### src/rtl/assert_macros.svh
// Assertion macros used by the crank decoder controller.
`ifndef ASSERT_MACROS_SVH
`define ASSERT_MACROS_SVH

// Same-cycle implication, checked outside reset.
`define CMTD_ASSERT_NOW(label, clk, rst_n, ante, cons) \
  label: assert property (@(posedge clk) disable iff (!rst_n) (ante) |-> (cons)) \
    else $error("crank decoder check failed");

// Next-cycle implication, checked outside reset.
`define CMTD_ASSERT_NEXT(label, clk, rst_n, ante, cons) \
  label: assert property (@(posedge clk) disable iff (!rst_n) (ante) |=> (cons)) \
    else $error("crank decoder check failed");

`endif

### src/rtl/cmtd_pkg.sv
// Shared constants and controller/datapath interface types for the crank decoder.
package cmtd_pkg;

  localparam int TIME_W   = 32;
  localparam int INDEX_W  = 8;
  localparam int ANGLE_W  = 20;
  localparam int RATE_W   = 32;
  localparam int STEP_W   = 16;
  localparam int CAL_W    = 16;
  localparam int RATIO_W  = 6;
  localparam int CFG_IDX_W = 2;
  localparam int CFG_DATA_W = 16;

  localparam int OUT_FIELDS_W = INDEX_W + ANGLE_W + TIME_W + RATE_W;
  localparam int OUT_TDATA_W  = ((OUT_FIELDS_W + 7) / 8) * 8;
  localparam int OUT_TUSER_W  = 2;

  localparam int DIV_STEPS = RATE_W;
  localparam int DIV_CNT_W = $clog2(DIV_STEPS);

  localparam logic [STEP_W-1:0]  TOOTH_STEP_RST = 16'd2769;
  localparam logic [CAL_W-1:0]   CAL_ANGLE_RST  = 16'd0;
  localparam logic [RATIO_W-1:0] GAP_RATIO_RST  = 6'd14;
  localparam logic [3:0]         PERIOD_SCALE   = 4'd10;

  localparam logic [INDEX_W-1:0] INDEX_MAX = '1;
  localparam logic [ANGLE_W-1:0] ANGLE_MAX = '1;

  typedef enum logic [CFG_IDX_W-1:0] {
    REG_TOOTH_STEP = 2'd0,
    REG_CAL_ANGLE  = 2'd1,
    REG_GAP_RATIO  = 2'd2
  } cfg_reg_t;

  // Commands from the controller to the datapath.
  typedef struct packed {
    logic load;      // take the edge word, form the period
    logic eval;      // gap test, counter update, divider setup
    logic div_step;  // one restoring-division step
    logic out_load;  // move the finished result into the output register
  } cmtd_cmd_t;

  // Status from the datapath to the controller.
  typedef struct packed {
    logic div_done;  // the current division step is the last one
  } cmtd_status_t;

endpackage

### src/rtl/cmtd_ctrl.sv
// Sequencing state machine for the crank decoder.
`include "assert_macros.svh"

module cmtd_ctrl
  import cmtd_pkg::*;
(
  input  logic         clk,
  input  logic         rst_n,
  input  logic         in_tvalid,
  output logic         in_tready,
  input  logic         out_tready,
  output logic         out_tvalid,
  input  cmtd_status_t status,
  output cmtd_cmd_t    cmd
);

  typedef enum logic [1:0] {
    ST_IDLE,
    ST_EVAL,
    ST_DIV,
    ST_DONE
  } state_t;

  state_t state_r, state_nxt;
  logic   out_valid_r, out_valid_nxt;
  logic   out_free;

  assign out_free  = !out_valid_r || out_tready;
  assign in_tready = (state_r == ST_IDLE);

  always_comb begin
    cmd          = '0;
    cmd.load     = (state_r == ST_IDLE) && in_tvalid;
    cmd.eval     = (state_r == ST_EVAL);
    cmd.div_step = (state_r == ST_DIV);
    cmd.out_load = (state_r == ST_DONE) && out_free;
  end

  always_comb begin
    state_nxt     = state_r;
    out_valid_nxt = out_valid_r;
    if (out_valid_r && out_tready) begin
      out_valid_nxt = 1'b0;
    end
    unique case (state_r)
      ST_IDLE: begin
        if (in_tvalid) begin
          state_nxt = ST_EVAL;
        end
      end
      ST_EVAL: begin
        state_nxt = ST_DIV;
      end
      ST_DIV: begin
        if (status.div_done) begin
          state_nxt = ST_DONE;
        end
      end
      ST_DONE: begin
        if (out_free) begin
          state_nxt     = ST_IDLE;
          out_valid_nxt = 1'b1;
        end
      end
    endcase
  end

  always_ff @(posedge clk) begin
    if (!rst_n) begin
      state_r     <= ST_IDLE;
      out_valid_r <= 1'b0;
    end else begin
      state_r     <= state_nxt;
      out_valid_r <= out_valid_nxt;
    end
  end

  assign out_tvalid = out_valid_r;

  `CMTD_ASSERT_NEXT(a_load_to_eval, clk, rst_n, cmd.load, state_r == ST_EVAL)
  `CMTD_ASSERT_NEXT(a_eval_to_div, clk, rst_n, state_r == ST_EVAL, state_r == ST_DIV)
  `CMTD_ASSERT_NEXT(a_div_holds, clk, rst_n,
    (state_r == ST_DIV) && !status.div_done, state_r == ST_DIV)
  `CMTD_ASSERT_NEXT(a_result_shown, clk, rst_n, cmd.out_load,
    out_valid_r && (state_r == ST_IDLE))

endmodule

### src/rtl/cmtd_dp.sv
// Datapath of the crank decoder: config, tooth state, divider and output register.
module cmtd_dp
  import cmtd_pkg::*;
(
  input  logic                    clk,
  input  logic                    rst_n,
  input  logic                    cfg_we,
  input  logic [CFG_IDX_W-1:0]    cfg_index,
  input  logic [CFG_DATA_W-1:0]   cfg_data,
  input  logic [TIME_W-1:0]       edge_time,
  input  cmtd_cmd_t               cmd,
  output cmtd_status_t            status,
  output logic [OUT_TDATA_W-1:0]  out_tdata,
  output logic [OUT_TUSER_W-1:0]  out_tuser
);

  localparam int PROD_W = TIME_W + RATIO_W;

  logic [STEP_W-1:0]  step_r;
  logic [CAL_W-1:0]   cal_r;
  logic [RATIO_W-1:0] ratio_r;

  logic [TIME_W-1:0]  last_edge_r;
  logic [TIME_W-1:0]  last_period_r;
  logic [INDEX_W-1:0] tooth_r;
  logic [ANGLE_W-1:0] angle_r;

  logic [TIME_W-1:0]    per_r;
  logic                 gap_r;
  logic                 zero_r;
  logic [TIME_W-1:0]    rem_r;
  logic [RATE_W-1:0]    quo_r;
  logic [DIV_CNT_W-1:0] div_cnt_r;

  logic [OUT_TDATA_W-1:0] tdata_r;
  logic [OUT_TUSER_W-1:0] tuser_r;

  logic [PROD_W-1:0]  lhs, rhs;
  logic               gap;
  logic [ANGLE_W:0]   angle_sum;
  logic [TIME_W:0]    rem_shift;
  logic [TIME_W:0]    rem_diff;
  logic               fits;

  always_ff @(posedge clk) begin
    if (!rst_n) begin
      step_r  <= TOOTH_STEP_RST;
      cal_r   <= CAL_ANGLE_RST;
      ratio_r <= GAP_RATIO_RST;
    end else if (cfg_we) begin
      unique case (cfg_index)
        REG_TOOTH_STEP: step_r  <= cfg_data[STEP_W-1:0];
        REG_CAL_ANGLE:  cal_r   <= cfg_data[CAL_W-1:0];
        REG_GAP_RATIO:  ratio_r <= cfg_data[RATIO_W-1:0];
        default: ;
      endcase
    end
  end

  // Gap test: period * 10 against previous period * ratio, both exact.
  assign lhs = PROD_W'(per_r) * PROD_W'(PERIOD_SCALE);
  assign rhs = PROD_W'(last_period_r) * PROD_W'(ratio_r);
  assign gap = lhs > rhs;

  assign angle_sum = {1'b0, angle_r} + (ANGLE_W+1)'(step_r);

  // Restoring division, one quotient bit per step, dividend shifts out of quo_r.
  assign rem_shift = {rem_r, quo_r[RATE_W-1]};
  assign rem_diff  = rem_shift - {1'b0, per_r};
  assign fits      = !rem_diff[TIME_W];

  always_ff @(posedge clk) begin
    if (!rst_n) begin
      last_edge_r   <= '0;
      last_period_r <= '0;
      tooth_r       <= '0;
      angle_r       <= '0;
      div_cnt_r     <= '0;
    end else begin
      if (cmd.load) begin
        last_edge_r <= edge_time;
      end
      if (cmd.eval) begin
        last_period_r <= per_r;
        div_cnt_r     <= '0;
        if (gap) begin
          tooth_r <= '0;
          angle_r <= ANGLE_W'(cal_r);
        end else begin
          if (tooth_r != INDEX_MAX) begin
            tooth_r <= tooth_r + 1'b1;
          end
          angle_r <= angle_sum[ANGLE_W] ? ANGLE_MAX : angle_sum[ANGLE_W-1:0];
        end
      end
      if (cmd.div_step) begin
        div_cnt_r <= div_cnt_r + 1'b1;
      end
    end
  end

  always_ff @(posedge clk) begin
    if (cmd.load) begin
      per_r <= edge_time - last_edge_r;
    end
    if (cmd.eval) begin
      gap_r  <= gap;
      zero_r <= (per_r == '0);
      rem_r  <= '0;
      quo_r  <= {step_r, {(RATE_W-STEP_W){1'b0}}};
    end
    if (cmd.div_step) begin
      if (fits) begin
        rem_r <= rem_diff[TIME_W-1:0];
      end else begin
        rem_r <= rem_shift[TIME_W-1:0];
      end
      quo_r <= {quo_r[RATE_W-2:0], fits};
    end
    if (cmd.out_load) begin
      tdata_r <= {{(OUT_TDATA_W-OUT_FIELDS_W){1'b0}},
                  (zero_r ? {RATE_W{1'b1}} : quo_r), per_r, angle_r, tooth_r};
      tuser_r <= {zero_r, gap_r};
    end
  end

  assign status.div_done = (div_cnt_r == DIV_CNT_W'(DIV_STEPS - 1));
  assign out_tdata = tdata_r;
  assign out_tuser = tuser_r;

endmodule

### src/rtl/crank_missing_tooth_decoder_unit.sv
// Top level of the missing-tooth crank position decoder.
//
// Each input word on the in_ channel is one rising edge of the crank
// tachometer, carrying a free-running microsecond timestamp. For every edge
// the block returns exactly one result word on the out_ channel: the tooth
// index since the last gap, the crank angle, the period since the previous
// edge, the angular rate (tooth step * 65536 / period) and two flags.
// The cfg_ channel writes the tooth step, calibration angle and gap ratio;
// it is always ready and should be used only while no edge is in flight.
// An edge's result is shown once these steps are through: the period
// is formed at the accepting clock edge, the gap test and counter update
// run next, the radix-2 restoring divider then sets the rate, and a last
// step loads the output register.
// One edge is processed at a time, so a new edge is taken only once the
// last result is loaded. The result sits in an output register; while it
// waits to be taken the next edge is accepted and computed, and only the
// final load stalls until out_tready frees the register.
// Reset (rst_n low at a clock edge) clears the timing history, tooth count
// and angle, restores the register defaults and drops out_tvalid.
module crank_missing_tooth_decoder_unit
  import cmtd_pkg::*;
(
  input  logic                    clk,
  input  logic                    rst_n,
  // Edge input channel.
  input  logic                    in_tvalid,
  output logic                    in_tready,
  input  logic [TIME_W-1:0]       in_tdata,   // [31:0] edge_time
  // Result channel.
  output logic                    out_tvalid,
  input  logic                    out_tready,
  // [7:0] tooth_index, [27:8] crank_angle, [59:28] period,
  // [91:60] angular_rate, [95:92] zero
  output logic [OUT_TDATA_W-1:0]  out_tdata,
  output logic [OUT_TUSER_W-1:0]  out_tuser,  // [0] gap_seen, [1] zero_period
  // Register write channel.
  input  logic                    cfg_valid,
  output logic                    cfg_ready,
  input  logic [CFG_IDX_W-1:0]    cfg_index,
  input  logic [CFG_DATA_W-1:0]   cfg_data
);

  cmtd_cmd_t    cmd;
  cmtd_status_t status;

  // Registers can always be written; a write to an unused index is dropped.
  assign cfg_ready = 1'b1;

  cmtd_ctrl u_ctrl (
    .clk        (clk),
    .rst_n      (rst_n),
    .in_tvalid  (in_tvalid),
    .in_tready  (in_tready),
    .out_tready (out_tready),
    .out_tvalid (out_tvalid),
    .status     (status),
    .cmd        (cmd)
  );

  cmtd_dp u_dp (
    .clk       (clk),
    .rst_n     (rst_n),
    .cfg_we    (cfg_valid && cfg_ready),
    .cfg_index (cfg_index),
    .cfg_data  (cfg_data),
    .edge_time (in_tdata),
    .cmd       (cmd),
    .status    (status),
    .out_tdata (out_tdata),
    .out_tuser (out_tuser)
  );

endmodule

### config.mk
export PLATFORM = sky130hd
export DESIGN_NAME = crank_missing_tooth_decoder_unit
export DESIGN_NICKNAME = d
export VERILOG_FILES = /design/src/rtl/cmtd_pkg.sv /design/src/rtl/cmtd_ctrl.sv /design/src/rtl/cmtd_dp.sv /design/src/rtl/crank_missing_tooth_decoder_unit.sv
export VERILOG_INCLUDE_DIRS = /design/src /design/src/rtl
export SDC_FILE = /design/constraint.sdc
export NUM_CORES = 1
export LEC_CHECK = 0
export BUFFER_PORTS_ARGS = -buffer_cell sky130_fd_sc_hd__buf_4
export CAP_MARGIN = 15
export CORE_MARGIN = 2
export CORE_UTILIZATION = 50
export CTS_CLUSTER_SIZE = 25
export DETAILED_ROUTE_END_ITERATION = 16
export GPL_TIMING_DRIVEN = 0
export HOLD_SLACK_MARGIN = 0.15
export PLACE_DENSITY = 0.68
export SETUP_SLACK_MARGIN = 0.5
export SKIP_LAST_GASP = 1
export SLEW_MARGIN = 5
export SYNTH_ARGS = -nofsm -noshare
export SYNTH_HDL_FRONTEND = slang
export SYNTH_SLANG_ARGS = --single-unit
### constraint.sdc
create_clock -name clk -period 16.9 [get_ports clk]
set_clock_uncertainty 0.15 [all_clocks]
set_input_delay 2.535 -clock clk [delete_from_list [all_inputs] [get_ports clk]]
set_output_delay 2.535 -clock clk [all_outputs]
set_load 0.01 [all_outputs]
==> Flow_metrics.wiki <==
{| class="wikitable"
! Metric !! Value
|-
| Path class of the lowest-slack min-delay path || reg2reg
|-
| Hold Worst Slack || 0.2695 ns
|-
| Fraction of final layout cells sized beyond drive strength 1 || 0.1082
|-
| Total core area || 48,750 um^2
|-
| Arrival @ worst endpoint || 8.99 ns
|-
| Cell count after placement || 3,425
|-
| CTS Buffer Depth || 3
|-
| Number of nets with antenna violations after routing || 0
|-
| Post-route standard cell area excluding fillers || 27,850 um^2
|-
| Total power per unit cell area || 198.5 nW/um^2
|-
| Worst-path cell with the longest stage delay || sky130_fd_sc_hd__a2111oi_0
|-
| Fin nets || 3,207
|-
| Final non-filler cell total || 3,493
|-
| Origin of the worst setup path || u_dp.ratio_r[5]
|-
| Antenna violations before repair || 0
|-
| Detailed-route via count || 19,400
|-
| Std cell rows || 81
|-
| Total Negative Setup Slacks || 0 ns
|-
| Rel. slew slack || 0.3236
|-
| Pins over their slew limit || 0
|-
| YS warnings || 0
|-
| Height of the die || 225.9 um
|-
| Mapped Cells || 2,605
|-
| Last element of the critical path || u_dp.tooth_r[1]
|-
| First-pass GRT wire length || 101,400 um
|-
| Largest stage delay, worst path || 0.93 ns
|-
| Total iterations of the first detailed-routing run || 6
|-
| Maximum vdd ir drop || 123.4 uV
|-
| Launching element type of the critical path || flip-flop
|-
| Number of cells on the critical path || 29
|-
| Total gr overflow || 0
|-
| Final worst-path cycle share || 0.5116
|-
| Post-DP HPWL || 49,480 um
|-
| Final RePlAce weighted congestion || 0.9076
|-
| Share of the synthesized area in the top cell type || 0.2341
|-
| Worst path bufs/invs || 4
|-
| Maximum clock frequency || 115.7 MHz
|-
| H-tree depth || 2
|-
| Number of setup buffers added after CTS || 0
|-
| Total global-route track usage || 0.2537
|-
| Max FO, Critical Path || 10
|-
| Flops & latches, synth || 330
|-
| Largest net degree at the start of global routing || 66
|-
| Top flip-flop cell by instance count after synthesis || sky130_fd_sc_hd__edfxtp_1
|-
| Post-route DRC violation count || 0
|-
| FFs w/ async S/R, synth || 0
|-
| Average routed wire per standard cell || 18.30 um
|-
| Worst reg2reg path depth || 29
|-
| Capture instance of the worst register-to-register path || u_dp.tooth_r[1]
|-
| Final standard cell utilization of the core || 0.5714
|-
| Endpoint kind of the worst setup timing path || flip-flop
|-
| Number of max-cap violations || 0
|-
| Synthesized area per cell || 9.454 um^2
|-
| Overall die area || 51,050 um^2
|-
| Final wirelength || 63,920 um
|-
| Starting Density || 0.5052
|-
| Library cell with the largest summed area after synthesis || sky130_fd_sc_hd__edfxtp_1
|-
| Proportion of synthesized chip area in sequential cells || 0.3463
|-
| Number of buffers created by CTS || 37
|-
| Unrepaired setup endpoints after global routing || no
|-
| Port Buffer Count || 150
|-
| Clock latency of the later-clocked register in the worst-skew pair || 0.57 ns
|-
| Post-Place Worst Slack || 8.335 ns
|-
| Area of the mapped netlist || 24,630 um^2
|-
| Post-DR vias/cell || 5.554
|-
| Cell family contributing the most delay on the critical path || compound AO/OA/AOI/OAI gates
|-
| Post-CTS clock slew at the launch and capture registers of the worst setup and hold paths || 0.06 ns
|-
| Final setup violation count || 0
|-
| Clock Sink Count || 330
|-
| Origin of the critical flop-to-flop path || u_dp.ratio_r[5]
|-
| Post-cts resize count || 0
|-
| Clock tree from TritonCTS || done
|-
| Distinct cell type count of the synthesized netlist || 83
|-
| Number of global-route vias before repair || 19,150
|-
| Count of final hold-check violations || 0
|-
| Smallest setup slack after layout || 8.253 ns
|-
| WP data required || 17.24 ns
|-
| Violation count after the first detailed-routing iteration || 1,553
|-
| Number of buffers inserted for hold repair after clock tree synthesis || 0
|-
| Area after DPL || 26,690 um^2
|-
| Pin slew with the least headroom to its limit || 0.9891 ns
|-
| X dimension of the die || 225.9 um
|-
| Result of the run || completed
|-
| Static power due to leakage || 11.97 nW
|-
| Count of inserted antenna diode cells || 0
|-
| I/O pin count || 156
|-
| Synth-to-layout area growth || 13.10%
|-
| FF-to-FF setup slack || 8.25 ns
|-
| Clock root buffer master || sky130_fd_sc_hd__clkbuf_16
|-
| Crit path kind || reg2reg
|-
| Number of enable flip-flop cells after synthesis || 192
|-
| Synth top area cells || sky130_fd_sc_hd__edfxtp_1 (23%), sky130_fd_sc_hd__ha_1 (12%), sky130_fd_sc_hd__dfxtp_1 (11%)
|-
| Time the final worst path needs with I/O delays and setup || 8.647 ns
|-
| PnR Total Power || 5.530 mW
|}
## worst register-to-register path: cells and delay by family (launching register included)
family                     cells  cell delay [ns]
AOI/OAI and AO/OA             15             4.15
xor gates and xnor gates       1             0.10
adders and majority gates      5             2.04
buffers and inverters          4             0.92
DFF                            1             0.45
and+or+nand+nor                4             0.78
## where the power goes
group          internal (mW)  switching, mW
combinational           1.42           1.95
clock                  0.444          0.343
sequential              1.13          0.242
total                   2.99           2.54
## flip-flops by register name (all words and copies together), names as in the netlist, 2 cells and up
name                count
u_dp.ratio_r            6
u_dp.out_tdata         92
u_ctrl.state_r          2
u_dp.step_r            16
u_dp.tooth_r            8
u_dp.last_edge_r       32
u_dp.cal_r             16
u_dp.angle_r           20
u_dp.div_cnt_r          5
u_dp.rem_r             32
u_dp.out_tuser          2
u_dp.quo_r             32
u_dp.last_period_r     32
u_dp.per_r             32
## cell type report
type	count	area [um^2]
Fill cell	4261	20890
Multi-Input combinational cell	1932	14780
Sequential cell	330	8528
Timing Repair Buffer	153	1194
Inverter	265	994.7
Clock buffer	45	965.9
Tap cell	664	830.8
Buffer	81	362.8
Clock inverter	23	202.7
## cell usage in the layout, fill, tap and decap left out, types with 40 or more instances in the layout
master	n
sky130_fd_sc_hd__a21o_1	41
sky130_fd_sc_hd__inv_1	264
sky130_fd_sc_hd__buf_4	156
sky130_fd_sc_hd__mux2i_1	67
sky130_fd_sc_hd__nand2_1	288
sky130_fd_sc_hd__dfxtp_1	138
sky130_fd_sc_hd__nand3_1	44
sky130_fd_sc_hd__fa_1	125
sky130_fd_sc_hd__edfxtp_1	192
sky130_fd_sc_hd__xnor2_1	84
sky130_fd_sc_hd__xor2_1	40
sky130_fd_sc_hd__and2_1	155
sky130_fd_sc_hd__clkbuf_1	70
sky130_fd_sc_hd__ha_1	226
sky130_fd_sc_hd__nor2_1	176
sky130_fd_sc_hd__o21ai_0	83
sky130_fd_sc_hd__a21oi_1	196
## per-layer routing
metal | track usage | share of wire
met3 | 0.02771 | 0.050
met4 | 0.09186 | 0.033
met1 | 0.3366 | 0.44
met5 | 0 | 0
met2 | 0.4292 | 0.48
## worst min path at each step
stage                           from           endpoint  slack, ns  cells past startpoint
final                     u_dp.gap_r  u_dp.out_tuser[0]       0.27                      0
after global routing      u_dp.gap_r  u_dp.out_tuser[0]       0.28                      0
after CTS                 u_dp.gap_r  u_dp.out_tuser[0]       0.27                      0
after detailed placement  u_dp.gap_r  u_dp.out_tuser[0]       0.26                      0
after global placement    u_dp.gap_r  u_dp.out_tuser[0]       0.26                      0
after floorplan           u_dp.gap_r  u_dp.out_tuser[0]       0.25                      0
## logic make-up (layout without fill, tap and decap cells)
group,Yosys count,count (layout),synth area share
mux,84,84,0.03500
compound gates,511,511,0.1341
buf+inv,346,567,0.05507
fa+ha+maj,352,352,0.2169
flops,330,330,0.3463
simple gates,856,856,0.1682
xor+xnor,124,124,0.04410
other cells,2,5,0.0003049
## synthesized netlist by cell type, drive strengths merged, types with 14 or more instances
cell type and instances:
a211oi 22, a21o 41, a21oi 196, and2 155, and3 25, buf 17
clkbuf 64, dfxtp 138, edfxtp 192, fa 125, ha 227, inv 265
mux2 17, mux2i 67, nand2 288, nand2b 23, nand3 45, nand4 15
nor2 176, nor2b 23, nor3 24, nor4 14, o21a 25, o21ai 87
o21bai 22, o31ai 25, or2 36, or3 16, xnor2 84, xor2 40
No activity file was read; power rests on OpenSTA's default activity.
